$ cat config.mk
export PLATFORM = sky130hd
export DESIGN_NAME = postfix_expression_evaluator_flat
export DESIGN_NICKNAME = d
export VERILOG_FILES = /design/src/hdl/rpn_pkg.sv /design/src/hdl/rpn_if.sv /design/src/hdl/rpn_divider.sv /design/src/hdl/postfix_expression_evaluator.sv /design/src/flat_wrapper.sv
export SDC_FILE = /design/constraint.sdc
export NUM_CORES = 2
export LEC_CHECK = 0
export ABC_AREA = 1
export BUFFER_PORTS_ARGS = -buffer_cell sky130_fd_sc_hd__buf_4
export CORE_ASPECT_RATIO = 2
export CORE_MARGIN = 2
export CORE_UTILIZATION = 49
export DETAILED_ROUTE_END_ITERATION = 10
export GPL_ROUTABILITY_DRIVEN = 0
export GPL_TIMING_DRIVEN = 1
export MAX_ROUTING_LAYER = met4
export PLACE_DENSITY_LB_ADDON = 0.2
export SLEW_MARGIN = 20
export SYNTH_ARGS = -nofsm -noshare
export SYNTH_HDL_FRONTEND = slang
export SYNTH_SLANG_ARGS = --single-unit
$ cat constraint.sdc
create_clock -name clock -period 10.25 [get_ports clock]
set_input_delay 0.5125 -clock clock [delete_from_list [all_inputs] [get_ports clock]]
set_output_delay 0.5125 -clock clock [all_outputs]
set_load 0.02 [all_outputs]
$ cat src/hdl/rpn_pkg.sv
package rpn_pkg;

   localparam int STACK_DEPTH = 16;
   localparam int ADDR_W      = (STACK_DEPTH > 1) ? $clog2(STACK_DEPTH) : 1;
   localparam int CNT_W       = $clog2(STACK_DEPTH + 1);
   localparam int WORD_W      = 32;
   localparam int SYMBOL_W    = 8;
   localparam int STATUS_W    = 3;

   localparam logic [SYMBOL_W-1:0] ASCII_ZERO  = 8'h30;
   localparam logic [SYMBOL_W-1:0] ASCII_NINE  = 8'h39;
   localparam logic [SYMBOL_W-1:0] ASCII_PLUS  = 8'h2B;
   localparam logic [SYMBOL_W-1:0] ASCII_MINUS = 8'h2D;
   localparam logic [SYMBOL_W-1:0] ASCII_STAR  = 8'h2A;
   localparam logic [SYMBOL_W-1:0] ASCII_SLASH = 8'h2F;

   localparam logic [STATUS_W-1:0] STATUS_OK    = 3'd0;
   localparam logic [STATUS_W-1:0] STATUS_UNDER = 3'd1;
   localparam logic [STATUS_W-1:0] STATUS_OVER  = 3'd2;
   localparam logic [STATUS_W-1:0] STATUS_DIVZ  = 3'd3;
   localparam logic [STATUS_W-1:0] STATUS_SYM   = 3'd4;
   localparam logic [STATUS_W-1:0] STATUS_COUNT = 3'd5;

endpackage

$ cat src/hdl/rpn_if.sv
interface rpn_req_if;
   logic                          valid;
   logic                          ready;
   logic [rpn_pkg::SYMBOL_W-1:0]  symbol;
   logic                          end_of_expression;

   modport source (output valid, symbol, end_of_expression, input ready);
   modport sink   (input valid, symbol, end_of_expression, output ready);
endinterface

interface rpn_rsp_if;
   logic                                valid;
   logic                                ready;
   logic signed [rpn_pkg::WORD_W-1:0]   value;
   logic [rpn_pkg::STATUS_W-1:0]        status;

   modport source (output valid, value, status, input ready);
   modport sink   (input valid, value, status, output ready);
endinterface

$ cat src/hdl/rpn_divider.sv
module rpn_divider (
   input  logic                         clock,
   input  logic                         reset,
   input  logic                         start,
   input  logic [rpn_pkg::WORD_W-1:0]   dividend,
   input  logic [rpn_pkg::WORD_W-1:0]   divisor,
   output logic                         done,
   output logic [rpn_pkg::WORD_W-1:0]   quotient
);
   import rpn_pkg::*;

   localparam int STEP_W = $clog2(WORD_W);

   logic                busy_ff, busy_in;
   logic                done_ff, done_in;
   logic [STEP_W-1:0]   step_ff, step_in;
   logic [WORD_W-1:0]   rem_ff, rem_in;
   logic [WORD_W-1:0]   quo_ff, quo_in;
   logic [WORD_W-1:0]   den_ff, den_in;
   logic                neg_ff, neg_in;
   logic [WORD_W-1:0]   result_ff, result_in;

   logic [WORD_W:0]     rem_shift;
   logic [WORD_W:0]     trial;
   logic                fits;

   // magnitudes are taken here; the sign is put back after the last step
   always_comb begin
      rem_shift = {rem_ff, quo_ff[WORD_W-1]};
      trial     = rem_shift - {1'b0, den_ff};
      fits      = !trial[WORD_W];

      busy_in   = busy_ff;
      done_in   = 1'b0;
      step_in   = step_ff;
      rem_in    = rem_ff;
      quo_in    = quo_ff;
      den_in    = den_ff;
      neg_in    = neg_ff;
      result_in = result_ff;

      if (start) begin
         busy_in = 1'b1;
         step_in = '0;
         rem_in  = '0;
         quo_in  = dividend[WORD_W-1] ? (WORD_W'(0) - dividend) : dividend;
         den_in  = divisor[WORD_W-1] ? (WORD_W'(0) - divisor) : divisor;
         neg_in  = dividend[WORD_W-1] ^ divisor[WORD_W-1];
      end else if (busy_ff) begin
         rem_in  = fits ? trial[WORD_W-1:0] : rem_shift[WORD_W-1:0];
         quo_in  = {quo_ff[WORD_W-2:0], fits};
         step_in = step_ff + STEP_W'(1);
         if (step_ff == STEP_W'(WORD_W - 1)) begin
            busy_in   = 1'b0;
            done_in   = 1'b1;
            result_in = neg_ff ? (WORD_W'(0) - quo_in) : quo_in;
         end
      end
   end

   always_ff @(posedge clock) begin
      if (reset) begin
         busy_ff <= 1'b0;
         done_ff <= 1'b0;
      end else begin
         busy_ff <= busy_in;
         done_ff <= done_in;
      end
      step_ff   <= step_in;
      rem_ff    <= rem_in;
      quo_ff    <= quo_in;
      den_ff    <= den_in;
      neg_ff    <= neg_in;
      result_ff <= result_in;
   end

   assign done     = done_ff;
   assign quotient = result_ff;

   a_no_start_busy: assert property (@(posedge clock) disable iff (reset)
      start |-> !busy_ff)
      else $error("divider started while busy");

   a_done_ends_busy: assert property (@(posedge clock) disable iff (reset)
      done_ff |-> !busy_ff && $past(busy_ff))
      else $error("divider done without a run");

   a_start_busy: assert property (@(posedge clock) disable iff (reset)
      start |=> busy_ff)
      else $error("divider did not start");

endmodule

$ cat src/hdl/postfix_expression_evaluator.sv
// Each symbol is accepted in the idle state, then the execute state does the
// stack read-modify-write. An end-of-expression symbol adds an emit state to
// load the response register; a '/' adds a divide state, in which the divider
// resolves one quotient bit per cycle. Symbols are taken one at a time: ready
// is high only in idle. Reset is synchronous: it clears the state, the stack
// count, error and response valid; stack RAM keeps contents, needs no clearing.
module postfix_expression_evaluator (
   input  logic     clock,
   input  logic     reset,
   rpn_req_if.sink  req_chan,
   rpn_rsp_if.source rsp_chan
);
   import rpn_pkg::*;

   typedef enum logic [3:0] {
      ST_IDLE = 4'b0001,
      ST_EXEC = 4'b0010,
      ST_DIV  = 4'b0100,
      ST_EMIT = 4'b1000
   } state_type;

   state_type              state_ff, state_in;
   logic [CNT_W-1:0]       cnt_ff, cnt_in;
   logic [STATUS_W-1:0]    err_ff, err_in;
   logic [WORD_W-1:0]      top_ff, top_in;
   logic [SYMBOL_W-1:0]    sym_ff;
   logic                   eoe_ff;

   logic                   rsp_valid_ff, rsp_valid_in;
   logic [WORD_W-1:0]      rsp_value_ff;
   logic [STATUS_W-1:0]    rsp_status_ff;

   logic [WORD_W-1:0]      stack_mem [STACK_DEPTH];
   logic [WORD_W-1:0]      rd_top_ff, rd_sec_ff;
   logic [CNT_W-1:0]       cnt_m1, cnt_m2;
   logic                   wr_en;
   logic [ADDR_W-1:0]      wr_addr;
   logic [WORD_W-1:0]      wr_data;

   logic                   accept;
   logic                   emit;
   logic                   is_digit;
   logic [SYMBOL_W-1:0]    digit_val;
   logic [WORD_W-1:0]      alu_res;
   logic [WORD_W-1:0]      prod;
   logic                   div_start;
   logic                   div_done;
   logic [WORD_W-1:0]      div_quo;

   assign accept         = req_chan.valid && req_chan.ready;
   assign req_chan.ready = (state_ff == ST_IDLE);
   assign emit           = (state_ff == ST_EMIT) && (!rsp_valid_ff || rsp_chan.ready);

   assign cnt_m1    = cnt_ff - CNT_W'(1);
   assign cnt_m2    = cnt_ff - CNT_W'(2);
   assign is_digit  = (sym_ff >= ASCII_ZERO) && (sym_ff <= ASCII_NINE);
   assign digit_val = sym_ff - ASCII_ZERO;
   assign prod      = rd_sec_ff * rd_top_ff;

   always_comb begin
      case (sym_ff)
         ASCII_PLUS:  alu_res = rd_sec_ff + rd_top_ff;
         ASCII_MINUS: alu_res = rd_sec_ff - rd_top_ff;
         default:     alu_res = prod;
      endcase
   end

   rpn_divider u_divider (
      .clock    (clock),
      .reset    (reset),
      .start    (div_start),
      .dividend (rd_sec_ff),
      .divisor  (rd_top_ff),
      .done     (div_done),
      .quotient (div_quo)
   );

   always_comb begin
      state_in  = state_ff;
      cnt_in    = cnt_ff;
      err_in    = err_ff;
      top_in    = top_ff;
      wr_en     = 1'b0;
      wr_addr   = cnt_m2[ADDR_W-1:0];
      wr_data   = alu_res;
      div_start = 1'b0;

      unique case (state_ff)
         ST_IDLE: begin
            if (accept) state_in = ST_EXEC;
         end
         ST_EXEC: begin
            top_in = (cnt_ff != '0) ? rd_top_ff : '0;
            if (err_ff == STATUS_OK) begin
               if (is_digit) begin
                  if (cnt_ff >= CNT_W'(STACK_DEPTH)) begin
                     err_in = STATUS_OVER;
                  end else begin
                     wr_en   = 1'b1;
                     wr_addr = cnt_ff[ADDR_W-1:0];
                     wr_data = {{(WORD_W-SYMBOL_W){1'b0}}, digit_val};
                     cnt_in  = cnt_ff + CNT_W'(1);
                     top_in  = wr_data;
                  end
               end else if (sym_ff != ASCII_PLUS && sym_ff != ASCII_MINUS &&
                            sym_ff != ASCII_STAR && sym_ff != ASCII_SLASH) begin
                  err_in = STATUS_SYM;
               end else if (cnt_ff < CNT_W'(2)) begin
                  err_in = STATUS_UNDER;
               end else if (sym_ff == ASCII_SLASH) begin
                  if (rd_top_ff == '0) err_in = STATUS_DIVZ;
                  else div_start = 1'b1;
               end else begin
                  wr_en  = 1'b1;
                  cnt_in = cnt_m1;
                  top_in = alu_res;
               end
            end
            if (div_start)    state_in = ST_DIV;
            else if (eoe_ff)  state_in = ST_EMIT;
            else              state_in = ST_IDLE;
         end
         ST_DIV: begin
            if (div_done) begin
               wr_en    = 1'b1;
               wr_data  = div_quo;
               cnt_in   = cnt_m1;
               top_in   = div_quo;
               state_in = eoe_ff ? ST_EMIT : ST_IDLE;
            end
         end
         ST_EMIT: begin
            if (emit) begin
               cnt_in   = '0;
               err_in   = STATUS_OK;
               state_in = ST_IDLE;
            end
         end
         default: state_in = ST_IDLE;
      endcase
   end

   always_comb begin
      rsp_valid_in = rsp_valid_ff;
      if (rsp_valid_ff && rsp_chan.ready) rsp_valid_in = 1'b0;
      if (emit) rsp_valid_in = 1'b1;
   end

   // stack RAM: one write port, two registered read ports
   always_ff @(posedge clock) begin
      if (wr_en) stack_mem[wr_addr] <= wr_data;
      if (state_ff == ST_IDLE) begin
         rd_top_ff <= stack_mem[cnt_m1[ADDR_W-1:0]];
         rd_sec_ff <= stack_mem[cnt_m2[ADDR_W-1:0]];
      end
   end

   always_ff @(posedge clock) begin
      if (reset) begin
         state_ff     <= ST_IDLE;
         cnt_ff       <= '0;
         err_ff       <= STATUS_OK;
         rsp_valid_ff <= 1'b0;
      end else begin
         state_ff     <= state_in;
         cnt_ff       <= cnt_in;
         err_ff       <= err_in;
         rsp_valid_ff <= rsp_valid_in;
      end
      top_ff <= top_in;
      if (accept) begin
         sym_ff <= req_chan.symbol;
         eoe_ff <= req_chan.end_of_expression;
      end
      if (emit) begin
         rsp_value_ff <= top_ff;
         if (err_ff != STATUS_OK)         rsp_status_ff <= err_ff;
         else if (cnt_ff != CNT_W'(1))    rsp_status_ff <= STATUS_COUNT;
         else                             rsp_status_ff <= STATUS_OK;
      end
   end

   assign rsp_chan.valid  = rsp_valid_ff;
   assign rsp_chan.value  = rsp_value_ff;
   assign rsp_chan.status = rsp_status_ff;

   a_cnt_bound: assert property (@(posedge clock) disable iff (reset)
      cnt_ff <= CNT_W'(STACK_DEPTH))
      else $error("stack count beyond depth");

   a_accept_exec: assert property (@(posedge clock) disable iff (reset)
      accept |=> state_ff == ST_EXEC)
      else $error("accepted beat not executed");

   a_err_sticky: assert property (@(posedge clock) disable iff (reset)
      (err_ff != STATUS_OK && !emit) |=> err_ff == $past(err_ff))
      else $error("error code changed within expression");

   a_emit_clears: assert property (@(posedge clock) disable iff (reset)
      emit |=> cnt_ff == '0 && err_ff == STATUS_OK && rsp_valid_ff)
      else $error("emit did not clear stack");

   a_div_only_in_div: assert property (@(posedge clock) disable iff (reset)
      div_done |-> state_ff == ST_DIV)
      else $error("divider done outside divide state");

endmodule

$ cat src/flat_wrapper.sv
// flat-port wrapper written by rule: the top's interface ports become plain ports
module postfix_expression_evaluator_flat import rpn_pkg::*;
  (clock, reset, req_chan_valid, req_chan_symbol, req_chan_end_of_expression, req_chan_ready, rsp_chan_valid, rsp_chan_value, rsp_chan_status, rsp_chan_ready);
  rpn_req_if req_chan_i ();
  rpn_rsp_if rsp_chan_i ();
  input  logic clock;
  input  logic reset;
  input wire logic [$bits(req_chan_i.valid)-1:0] req_chan_valid;
  input wire logic [$bits(req_chan_i.symbol)-1:0] req_chan_symbol;
  input wire logic [$bits(req_chan_i.end_of_expression)-1:0] req_chan_end_of_expression;
  output wire logic [$bits(req_chan_i.ready)-1:0] req_chan_ready;
  output wire logic [$bits(rsp_chan_i.valid)-1:0] rsp_chan_valid;
  output wire logic [$bits(rsp_chan_i.value)-1:0] rsp_chan_value;
  output wire logic [$bits(rsp_chan_i.status)-1:0] rsp_chan_status;
  input wire logic [$bits(rsp_chan_i.ready)-1:0] rsp_chan_ready;
  assign req_chan_i.valid = req_chan_valid;
  assign req_chan_i.symbol = req_chan_symbol;
  assign req_chan_i.end_of_expression = req_chan_end_of_expression;
  assign req_chan_ready = req_chan_i.ready;
  assign rsp_chan_valid = rsp_chan_i.valid;
  assign rsp_chan_value = rsp_chan_i.value;
  assign rsp_chan_status = rsp_chan_i.status;
  assign rsp_chan_i.ready = rsp_chan_ready;
  postfix_expression_evaluator u_core (.clock(clock), .reset(reset), .req_chan(req_chan_i), .rsp_chan(rsp_chan_i));
endmodule
==> results.yml <==
synthesis:
  yosysTopAreaCell: "edfxtp_1"
  ys_warn_count: 0
  netlist_top_cells_count: "1,415 x nand2_1, 1,160 x inv_1, 776 x o21ai_0"
  ys.flop_type: "edfxtp_1"
  synth_area_leaders: "edfxtp_1 38%, fa_1 14%, nand2_1 8.9%"
  syn_nets: 7622
  synthesis.area_per_instance_sq_um: 8.544
  netlist_instances: 6999
  synth-edff-count: 749
  yosysSeqAreaShare_pct: 39.35
  syn-cell-area_sq_um: 59800
  synth_cell_types: 70
  yosys_register_bits: 801
  post-synth-top-count-cell: "nand2_1"
  async_flop_share_pct: 0
  synth_top_cell_area_share_pct: 37.61
sta:
  timing.setup.tns_ps: 0
  period_share_pct: 84.74
  final_max_slew_viol_count: 0
  finalHoldViolations: 0
  tightestPinTransition_ps: 1320
  fmax_ghz: 0.1151
  setup_viol_count_final: 0
  rsz0062_at_grt: "no"
  slew_headroom_pct: 11.30
  fin_crit_ps: 8685
  fin_skew_ps: 38.29
detailed_routing:
  ant_nets: 0
  route.detailed.drc: 0
  vias: 50550
  vias_per_cell: 5.964
  drt_iter0_markers: 4938
  drt_pass1_iterations: 9
  wl_microns: 205200
  wl_per_cell_microns: 24.21
clocking:
  cts_tree: "built"
  clockBufferDepth: 3
  cts_resized: 0
  clk_latency_ps: 700
  h-tree-depth: 3
  numCtsBuffers: 74
  cts_root_buf: "clkbuf_16"
  cts.clk_slew.worst_paths_ps: 70
  clkSinkCount: 801
floorplan:
  core_area_sq_um: 121400
  ioPinCount: 50
  die_area_sq_um: 125000
  die_h_microns: 498.0
  num_rows: 181
  initial_core_util_pct: 49.26
  die_w_microns: 251.0
worst_setup_path:
  crit_fanout: 16
  regToRegSetupSlack_ps: 1560
  r2r_end: "u_core.top_ff[21]"
  end_kind: "flip-flop"
  path_class: "reg -> reg"
  reg2reg_from: "u_core.rd_top_ff[9]"
  reg2regPathDepth: 26
  crit_arrival_ps: 9190
  startpoint_type: "flip-flop"
  required_ps: 10750
  crit_start: "u_core.rd_top_ff[9]"
global_routing:
  grt_pass1_vias: 50700
  gr-usage-all-layers_pct: 33.82
  antenna_found_initial: 8
  grt_pass1_wl_microns: 303600
  overflow: 0
  grt_max_degree: 225
place:
  hpwl_microns: 142700
  portBuffers: 49
min_path:
  min_path_type: "in -> reg"
  min_to: "u_core.state_ff[1]"
  hp-start: "req_chan_valid"
  worstHoldPathCells: 3
finish:
  syn2layout_area_growth_pct: 7.600
  nets: 7473
  drive_above_1_share_pct: 6.339
run_status:
  status: "completed"
job:
  max_cap_violations: 0
==> area by class of cell <==
class	count	area (sq um)
inverters	1180	4454
flip-flops and latches	801	23540
fillers	11000	57050
diodes	11	27.53
multi-input cells	4595	30400
clock buffers	86	1938
clock inverters	50	519.2
repair buffers	198	1521
well taps	1555	1946
==> placed cells by master (no fill, tap or decap), drive strengths merged, types with 5 or more instances in the layout <==
| master | instances |
|---|---|
| nand2 | 1421 |
| inv | 1184 |
| o21ai | 798 |
| edfxtp | 749 |
| nor2 | 485 |
| fa | 410 |
| a21oi | 387 |
| nand3 | 237 |
| ha | 200 |
| buf | 189 |
| o211ai | 147 |
| clkbuf | 86 |
| o221ai | 82 |
| xor2 | 81 |
| o22ai | 67 |
| nor3 | 58 |
| xnor2 | 52 |
| dfxtp | 52 |
| clkinv | 33 |
| or2 | 26 |
| nand4 | 22 |
| a31oi | 18 |
| a21o | 15 |
| nor4 | 14 |
| diode | 11 |
| nand3b | 11 |
| o21bai | 10 |
| dlygate4sd3 | 9 |
| o21a | 8 |
| o31ai | 7 |
| clkinvlp | 7 |
| bufinv | 6 |
| a22oi | 5 |
==> worst max path at each step <==
stage	endpoint	slack (ps)
CTS	u_core.stack_mem[5][23]	1990
global route	u_core.top_ff[21]	1480
floorplan	u_core.stack_mem[0][27]	2850
finish	u_core.top_ff[21]	1560
global placement	u_core.top_ff[21]	2090
detailed placement	u_core.stack_mem[12][24]	2050
==> worst max-delay path, stage by stage (launching register included) <==
cell,delay [ps]
edfxtp_1,1080
buf_4,410
nand2_1,110
fa_1,520
inv_1,50
fa_1,430
fa_1,500
inv_1,50
fa_1,470
inv_1,50
fa_1,470
ha_1,300
fa_1,530
fa_1,440
ha_1,380
nand2_1,130
inv_1,90
nand2_1,220
nor3_1,610
a21oi_1,260
o21ai_1,290
o21ai_0,150
o21ai_0,350
nor2_1,90
o31ai_1,250
nand2_1,70
nand2_1,170
==> per-layer routing <==
metal  vias to the layer above  GRT usage [%]  share of wire [%]
li1                      22640              -                  -
met1                     24340          33.74                 33
met2                      2604          58.17                 51
met3                       974          5.810                7.4
met4                         0          26.66                9.4
met5                         -              -                  0
==> metrics by stage <==
step	area [sq um]	std cells	utilization [%]	worst slack [ps]	hold slack, ps
6_report	64340	8476	53.00	1565	86.94
5_1_grt	64330	8471	52.99	1479	89.98
4_1_cts	64300	8464	52.97	1994	49.28
3_5_place_dp	61750	8319	50.87	2046	404.5
3_3_place_gp	61740	8319	50.86	2087	402.6
2_1_floorplan	59800	6999	-	2849	400.3
==> sequential cells by signal, summed over array words and instances, names as in the netlist <==
signal	cells
u_core.stack_mem	512
u_core.u_divider.step_ff	5
u_core.u_divider.rem_ff	32
u_core.u_divider.busy_ff	1
u_core.u_divider.neg_ff	1
u_core.rsp_chan.value	32
u_core.state_ff	4
u_core.eoe_ff	1
u_core.u_divider.quo_ff	32
u_core.u_divider.quotient	32
u_core.rsp_chan.status	3
u_core.rsp_chan.valid	1
u_core.rd_top_ff	32
u_core.u_divider.den_ff	32
u_core.rd_sec_ff	32
u_core.u_divider.done	1
u_core.err_ff	3
u_core.top_ff	32
u_core.cnt_ff	5
u_core.sym_ff	8
==> logic make-up after synthesis <==
family | count (synthesis) | share of synthesized area, %
AOI/OAI and AO/OA | 1570 | 14.84
adders and majority gates | 610 | 17.91
buffers and inverters | 1603 | 10.20
xor gates and xnor gates | 133 | 1.948
DFF | 801 | 39.35
muxes | 1 | 0.01674
and+or+nand+nor | 2281 | 15.72
==> timing repair <==
action	in CTS	in global routing
buffers inserted	0	0
hold buffers	9	0
endpoints found under the hold margin	9	0
Power is left out: the tool's default activity adds up to more than one toggle a clock period on the data nets, which glitch-free logic cannot reach.
